File: src/design/rlsd_pkg.sv
`timescale 1ns / 1ps
`default_nettype none
// ----------------------------------------------------------------------------
// Run-length screen decoder package
// Shared types and codes for the front, the queue and the back.
// ----------------------------------------------------------------------------
package rlsd_pkg;

  // Byte parser state
  typedef enum logic [1:0] {
    MODE_CMD    = 2'd0,
    MODE_RUNVAL = 2'd1,
    MODE_LIT    = 2'd2,
    MODE_DRAIN  = 2'd3
  } rlsd_mode_e;

  // Result status codes
  localparam logic [1:0] ST_MORE = 2'd0;
  localparam logic [1:0] ST_DONE = 2'd1;
  localparam logic [1:0] ST_ERR  = 2'd2;

  // Command byte fields
  localparam logic [7:0] CMD_RUN_BIT = 8'h80;
  localparam logic [7:0] CMD_CNT_MSK = 8'h7F;

  // Work for the back end: an optional data result, then an optional error
  typedef struct packed {
    logic       data_vld;
    logic [7:0] value;
    logic [7:0] rpt;
    logic       done;
    logic       err;
  } rlsd_entry_t;

endpackage
`default_nettype wire

File: src/design/run_length_screen_decoder.sv
`timescale 1ns / 1ps
`default_nettype none
// ----------------------------------------------------------------------------
// Run-length screen decoder
// PackBits-style decoder that turns a compressed frame into run results.
// ----------------------------------------------------------------------------
// One compressed byte is taken per cycle whenever the four-entry work queue
// between the parser and the result stage has room. Command bytes give no
// result unless they overrun the frame or end it, which gives an error
// result; each data byte gives one run or literal result, and an early frame
// end adds an error result after it. The result stage sends one result per
// cycle from its output register while results are popped; the queue
// absorbs the extra result of a byte with two. Results pass through the
// work queue and then the output register before they reach the outputs.
module run_length_screen_decoder #(
  parameter int FRAME_BYTES = 480
) (
  input  wire logic       clk_i,
  input  wire logic       rst_ni,
  input  wire logic       push,
  output logic            full,
  input  wire logic [7:0] code_byte_i,
  input  wire logic       frame_end_i,
  output logic            empty,
  input  wire logic       pop,
  output logic [7:0]      value_o,
  output logic [7:0]      repeat_res_o,
  output logic [1:0]      status_o
);
  import rlsd_pkg::*;

  logic        take;
  logic        post;
  rlsd_entry_t post_entry;
  logic        q_nempty;
  logic        q_rd;
  rlsd_entry_t q_data;

  // Transfer a byte when the queue can take its work
  assign take = push && !full;

  rlsd_front #(
    .FRAME_BYTES(FRAME_BYTES)
  ) u_front (
    .clk_i       (clk_i),
    .rst_ni      (rst_ni),
    .take_i      (take),
    .code_byte_i (code_byte_i),
    .frame_end_i (frame_end_i),
    .post_o      (post),
    .entry_o     (post_entry)
  );

  rlsd_queue u_queue (
    .clk_i     (clk_i),
    .rst_ni    (rst_ni),
    .wr_i      (post),
    .wr_data_i (post_entry),
    .full_o    (full),
    .rd_i      (q_rd),
    .nempty_o  (q_nempty),
    .rd_data_o (q_data)
  );

  rlsd_back u_back (
    .clk_i        (clk_i),
    .rst_ni       (rst_ni),
    .q_nempty_i   (q_nempty),
    .q_data_i     (q_data),
    .q_rd_o       (q_rd),
    .pop_i        (pop),
    .empty_o      (empty),
    .value_o      (value_o),
    .repeat_res_o (repeat_res_o),
    .status_o     (status_o)
  );

endmodule
`default_nettype wire

File: src/design/rlsd_front.sv
`timescale 1ns / 1ps
`default_nettype none
// ----------------------------------------------------------------------------
// Run-length screen decoder front end
// Parses command bytes, tracks the output count and posts result work.
// ----------------------------------------------------------------------------
module rlsd_front #(
  parameter int FRAME_BYTES = 480
) (
  input  wire logic               clk_i,
  input  wire logic               rst_ni,
  input  wire logic               take_i,
  input  wire logic [7:0]         code_byte_i,
  input  wire logic               frame_end_i,
  output logic                    post_o,
  output rlsd_pkg::rlsd_entry_t   entry_o
);
  import rlsd_pkg::*;

  localparam int CntW = $clog2(FRAME_BYTES + 129);

  rlsd_mode_e      mode_q, mode_d;
  logic [7:0]      lit_left_q, lit_left_d;
  logic [7:0]      run_len_q, run_len_d;
  logic [CntW-1:0] produced_q, produced_d;

  logic [7:0]      cnt;
  logic [CntW-1:0] cmd_sum;
  logic [CntW-1:0] data_sum;
  logic            data_full;

  // Count carried by a command byte, 1..128
  assign cnt      = (code_byte_i & CMD_CNT_MSK) + 8'd1;
  assign cmd_sum  = produced_q + CntW'(cnt);
  assign data_sum = produced_q + ((mode_q == MODE_RUNVAL) ? CntW'(run_len_q) : CntW'(1));
  assign data_full = (data_sum >= CntW'(FRAME_BYTES));

  // Hold parser state
  always_ff @(posedge clk_i or negedge rst_ni) begin
    if (!rst_ni) begin
      mode_q     <= MODE_CMD;
      lit_left_q <= '0;
      run_len_q  <= '0;
      produced_q <= '0;
    end else begin
      mode_q     <= mode_d;
      lit_left_q <= lit_left_d;
      run_len_q  <= run_len_d;
      produced_q <= produced_d;
    end
  end

  // Classify the byte and advance
  always_comb begin
    mode_d     = mode_q;
    lit_left_d = lit_left_q;
    run_len_d  = run_len_q;
    produced_d = produced_q;
    post_o     = 1'b0;
    entry_o    = '0;
    if (take_i) begin
      unique case (mode_q)
        MODE_CMD: begin
          if ((cmd_sum > CntW'(FRAME_BYTES)) || frame_end_i) begin
            post_o      = 1'b1;
            entry_o.err = 1'b1;
            mode_d      = MODE_DRAIN;
          end else if ((code_byte_i & CMD_RUN_BIT) != 8'd0) begin
            run_len_d = cnt;
            mode_d    = MODE_RUNVAL;
          end else begin
            lit_left_d = cnt;
            mode_d     = MODE_LIT;
          end
        end
        MODE_RUNVAL, MODE_LIT: begin
          post_o           = 1'b1;
          entry_o.data_vld = 1'b1;
          entry_o.value    = code_byte_i;
          produced_d       = data_sum;
          if (mode_q == MODE_RUNVAL) begin
            entry_o.rpt = run_len_q;
            run_len_d   = '0;
            mode_d      = MODE_CMD;
          end else begin
            entry_o.rpt = 8'd1;
            lit_left_d  = lit_left_q - 8'd1;
            if (lit_left_q == 8'd1) begin
              mode_d = MODE_CMD;
            end
          end
          if (data_full) begin
            entry_o.done = 1'b1;
            mode_d       = MODE_DRAIN;
          end else if (frame_end_i) begin
            entry_o.err = 1'b1;
          end
        end
        MODE_DRAIN: begin
        end
        default: begin
        end
      endcase
      // Return to idle on the frame's last byte
      if (frame_end_i) begin
        mode_d     = MODE_CMD;
        lit_left_d = '0;
        run_len_d  = '0;
        produced_d = '0;
      end
    end
  end

endmodule
`default_nettype wire

File: src/design/rlsd_queue.sv
`timescale 1ns / 1ps
`default_nettype none
// ----------------------------------------------------------------------------
// Run-length screen decoder work queue
// Four-entry queue of result work between the front and the back.
// ----------------------------------------------------------------------------
module rlsd_queue (
  input  wire logic                  clk_i,
  input  wire logic                  rst_ni,
  input  wire logic                  wr_i,
  input  wire rlsd_pkg::rlsd_entry_t wr_data_i,
  output logic                       full_o,
  input  wire logic                  rd_i,
  output logic                       nempty_o,
  output rlsd_pkg::rlsd_entry_t      rd_data_o
);
  import rlsd_pkg::*;

  localparam int Depth = 4;
  localparam int PtrW  = $clog2(Depth);

  rlsd_entry_t       slots_q [Depth];
  logic [PtrW-1:0]   wr_ptr_q, rd_ptr_q;
  logic [PtrW:0]     count_q;
  logic              do_wr, do_rd;

  assign full_o    = (count_q == (PtrW + 1)'(Depth));
  assign nempty_o  = (count_q != '0);
  assign do_wr     = wr_i && !full_o;
  assign do_rd     = rd_i && nempty_o;
  assign rd_data_o = slots_q[rd_ptr_q];

  // Store posted work
  always_ff @(posedge clk_i) begin
    if (do_wr) begin
      slots_q[wr_ptr_q] <= wr_data_i;
    end
  end

  // Advance pointers and fill count
  always_ff @(posedge clk_i or negedge rst_ni) begin
    if (!rst_ni) begin
      wr_ptr_q <= '0;
      rd_ptr_q <= '0;
      count_q  <= '0;
    end else begin
      if (do_wr) begin
        wr_ptr_q <= wr_ptr_q + PtrW'(1);
      end
      if (do_rd) begin
        rd_ptr_q <= rd_ptr_q + PtrW'(1);
      end
      if (do_wr && !do_rd) begin
        count_q <= count_q + (PtrW + 1)'(1);
      end else if (do_rd && !do_wr) begin
        count_q <= count_q - (PtrW + 1)'(1);
      end
    end
  end

endmodule
`default_nettype wire

File: src/design/rlsd_back.sv
`timescale 1ns / 1ps
`default_nettype none
// ----------------------------------------------------------------------------
// Run-length screen decoder back end
// Expands queued work into result transfers through an output register.
// ----------------------------------------------------------------------------
module rlsd_back (
  input  wire logic                  clk_i,
  input  wire logic                  rst_ni,
  input  wire logic                  q_nempty_i,
  input  wire rlsd_pkg::rlsd_entry_t q_data_i,
  output logic                       q_rd_o,
  input  wire logic                  pop_i,
  output logic                       empty_o,
  output logic [7:0]                 value_o,
  output logic [7:0]                 repeat_res_o,
  output logic [1:0]                 status_o
);
  import rlsd_pkg::*;

  logic       out_vld_q, out_vld_d;
  logic       pend_err_q, pend_err_d;
  logic [7:0] value_q, value_d;
  logic [7:0] rpt_q, rpt_d;
  logic [1:0] status_q, status_d;
  logic       slot_free;

  assign slot_free    = !out_vld_q || pop_i;
  assign empty_o      = !out_vld_q;
  assign value_o      = value_q;
  assign repeat_res_o = rpt_q;
  assign status_o     = status_q;

  // Load the next result when the output slot frees up
  always_comb begin
    out_vld_d  = out_vld_q;
    pend_err_d = pend_err_q;
    value_d    = value_q;
    rpt_d      = rpt_q;
    status_d   = status_q;
    q_rd_o     = 1'b0;
    if (slot_free) begin
      out_vld_d = 1'b0;
      if (pend_err_q) begin
        out_vld_d  = 1'b1;
        pend_err_d = 1'b0;
        value_d    = '0;
        rpt_d      = '0;
        status_d   = ST_ERR;
      end else if (q_nempty_i) begin
        q_rd_o    = 1'b1;
        out_vld_d = 1'b1;
        if (q_data_i.data_vld) begin
          value_d    = q_data_i.value;
          rpt_d      = q_data_i.rpt;
          status_d   = q_data_i.done ? ST_DONE : ST_MORE;
          pend_err_d = q_data_i.err;
        end else begin
          value_d  = '0;
          rpt_d    = '0;
          status_d = ST_ERR;
        end
      end
    end
  end

  // Hold control state
  always_ff @(posedge clk_i or negedge rst_ni) begin
    if (!rst_ni) begin
      out_vld_q  <= 1'b0;
      pend_err_q <= 1'b0;
    end else begin
      out_vld_q  <= out_vld_d;
      pend_err_q <= pend_err_d;
    end
  end

  // Hold result payload
  always_ff @(posedge clk_i) begin
    value_q  <= value_d;
    rpt_q    <= rpt_d;
    status_q <= status_d;
  end

endmodule
`default_nettype wire
File: config.mk
export PLATFORM = sky130hd
export DESIGN_NAME = run_length_screen_decoder
export DESIGN_NICKNAME = d
export VERILOG_FILES = /design/src/design/rlsd_pkg.sv /design/src/design/run_length_screen_decoder.sv /design/src/design/rlsd_front.sv /design/src/design/rlsd_queue.sv /design/src/design/rlsd_back.sv
export SDC_FILE = /design/constraint.sdc
export NUM_CORES = 1
export LEC_CHECK = 0
export ABC_AREA = 1
export BUFFER_PORTS_ARGS = -buffer_cell sky130_fd_sc_hd__buf_2
export CAP_MARGIN = 20
export CORE_AREA = 2 2 160 84
export CTS_BUF_LIST = sky130_fd_sc_hd__clkbuf_16
export DETAILED_ROUTE_END_ITERATION = 7
export DIE_AREA = 0 0 162 86
export GPL_TIMING_DRIVEN = 1
export PLACE_DENSITY = 0.7
export SLEW_MARGIN = 20
export SYNTH_ARGS = -nofsm -noshare
export SYNTH_HDL_FRONTEND = slang
export SYNTH_SLANG_ARGS = --single-unit
export TNS_END_PERCENT = 1
File: constraint.sdc
create_clock -name clk_i -period 5.9 [get_ports clk_i]
set_input_delay 0.885 -clock clk_i [delete_from_list [all_inputs] [get_ports clk_i]]
set_output_delay 0.885 -clock clk_i [all_outputs]
set_load 0.02 [all_outputs]
==> impl_metrics.yaml <==
global_route:
  grt_pass1_vias: 4887
  grt-ovfl-total: 0
  grt_max_degree: 42
  antenna_found_initial: 0
  grtUsageTotal_pct: 25.1
  grt_pass1_wl_um: 26100
synth:
  seq_area_frac_synth_pct: 56.6
  syn-num-nets: 759
  syn_avg_cell_area_um2: 9.25
  synth_area_mm2: 0.00662
  synth-seq-cells: 131
  syn_inst: 716
  yosys_warnings: 0
  ys_types: 35
cts:
  path_clk_slew_ps: 60
  root_buffer: "clkbuf_16"
  clk_path_buf_depth: 2
  hold_buffers: 0
  cts_buffers: 17
  cts_tree: "yes"
  post_cts_buffers: 0
  cts_resized: 0
  clkLatencyLatePin_ps: 420
  cts_sinks: 131
  htree_levels: 4
finish:
  final_util_pct: 60.6
  fin_cells: 938
  area.growth.synth_to_final_pct: 13.6
  fill_cells: 1060
  layout_common_cells: "nand2_1, nor2_1, edfxtp_1, inv_1, o21ai_0"
  nets: 798
  multi_input_area_mm2: 0.00250
  final-seq-area_mm2: 0.00375
  final_cell_area_mm2: 0.00753
  layout-drive-gt1-share_pct: 10.8
  diodes: 0
  final_common_cell: "nand2_1"
sta:
  hold_viol: 0
  tightest_slew_ps: 1030
  maxSlewViolCount: 0
  max_freq_mhz: 241
  tns_ps: 0
  relSlewSlack_pct: 31.2
  setup_viol: 0
  fin_crit_sh_pct: 70.3
  final.min_clock_period_ps: 4150
  fin_skew_ps: 9.15
  rsz0062_at_grt: "no"
  worst_slack_ps: 1750
pwr:
  p_leak_nw: 3.33
  powerDensity_mw_per_mm2: 504
  irDropWorstVdd_uv: 342
routing:
  vias_per_cell: 5.38
  drt_wl_total_um: 16300
  vias: 5044
  drc_errors: 0
  ant_nets: 0
  drtPass1Iterations: 5
  drt-initial-drc-count: 505
  wl_per_cell_um: 17.4
placed_design:
  dp.cells: 906
  place_ws_ps: 1430
  hpwlAfterDp_um: 11500
  portBuffers: 32
  globalplace.congestion: 0.944
  placed_area_mm2: 0.00695
floorplanning:
  row_count: 29
  start_util_pct: 53.4
  io_pins: 33
  core_mm2: 0.0124
  dieArea_mm2: 0.0139
  dieWidth_um: 162
  die_y_um: 86
critical_path:
  critical_path_arrival_ps: 4430
  crit_fanout: 7
  required_ps: 6190
  end_kind: "register"
  crit_type: "in2reg"
  critPathLaunchType: "input pin"
run:
  cap_violations: 0
status:
  status: "finished, final reports clean"
hold_path:
  hp-class: "reg2reg"
-- final timing paths --
kind	start	end	slack (ps)	cells after the start
worst min register to register	u_front.run_len_q[6]	u_front.run_len_q[6]	490	2
worst max-delay path	code_byte_i[0]	u_queue.count_q[2]	1750	23
worst max register to register	u_front.produced_q[1]	u_queue.count_q[2]	2140	21
worst min-delay path	u_front.run_len_q[6]	u_front.run_len_q[6]	490	2
min in group asynchronous	rst_ni	u_back.pend_err_q	590	1
max in group asynchronous	rst_ni	u_front.run_len_q[0]	4740	1
-- power breakdown --
group	switching (mW)	internal (mW)	total, mW
Clock	0.447	0.558	1.01
Combinational	0.976	0.410	1.39
Sequential	0.108	1.29	1.40
Total	1.53	2.26	3.79
-- critical path, cell delays in order --
cell and delay [ps]:
buf_2 120, ha_1 180, nand3_1 120, nor3_1 220, xor2_1 280, ha_1 340, nand2_1 110, inv_1 40
a21oi_1 190, nand3_1 100, nand2_1 100, nand4_1 120, nand3_1 130, nand2_1 80, nand2_1 120, nand2_1 160
inv_1 100, ha_1 140, inv_1 70, fa_1 380, a21oi_1 150, o21ai_0 120, xor2_1 160
-- metrics by stage --
stage | hold WS (ps) | power, mW
after global routing | 511 | 4.05
after CTS | 488 | 3.79
final | 490 | 3.79
after global placement | 467 | 2.74
after detailed placement | 459 | 2.77
after floorplan | 442 | 2.38
-- layout make-up --
type,count,area share (%)
timing repair buffer,38,2.73
sequential,131,49.8
tap,170,2.83
inverter,79,3.94
multi-input combinational,488,33.2
clock buffer,17,5.65
clock inverter,15,1.85
-- state kept, by name (all words and copies together), names as in the netlist --
name and cells:
u_queue.slots_q 76, u_front.produced_q 10, u_back.repeat_res_o 8, u_back.value_o 8, u_front.lit_left_q 8, u_front.run_len_q 8, u_queue.count_q 3, u_back.status_o 2
u_front.mode_q 2, u_queue.rd_ptr_q 2, u_queue.wr_ptr_q 2, u_back.out_vld_q 1, u_back.pend_err_q 1
-- Yosys cell counts, drive strengths merged --
master  instances  share of area (%)
nor3b           1               0.11
nand4           6               0.57
xor2           10                1.3
clkbuf         14               0.79
o31ai           2               0.23
o22ai           3               0.28
mux2            1               0.17
edfxtp         94                 43
xnor2           5               0.66
inv            79                4.5
a221oi          1               0.23
o21ai          62                4.9
or2             1              0.095
a22o            1               0.13
nand2b          1              0.095
a31oi           1              0.095
a21boi          1               0.11
nand3          45                3.6
nor3            4               0.30
ha             27                5.1
a21oi          32                2.4
nand2         146                8.4
o211ai          1               0.11
nand3b          1               0.11
fa              3               0.91
dfrtp          37                 14
nor2          132                7.6
o21a            1               0.11
buf             4               0.57
-- cells by family (layout without fill, tap and decap cells) --
family,after synthesis,count (layout),share of synthesized area [%]
AND/OR/NAND/NOR,337,337,20.8
AO/OA/AOI/OAI,105,105,8.58
adder cells (fa/ha/maj),30,30,6.01
buffers and inverters,97,149,5.84
flip-flops,131,131,56.6
XOR/XNOR,15,15,1.98
multiplexers,1,1,0.170
-- metal layers --
layer / share of wire (%) / up-vias / wire (µm) / global-route usage, %
li1: - / 2454 / - / -
met1: 49 / 2374 / 8000 / 38.2
met2: 40 / 195 / 6450 / 34.6
met3: 10 / 21 / 1680 / 8.51
met4: 0.91 / 0 / 148 / 5.71
met5: 0 / - / 0 / 0
No activity file was read; power rests on OpenSTA's default activity.
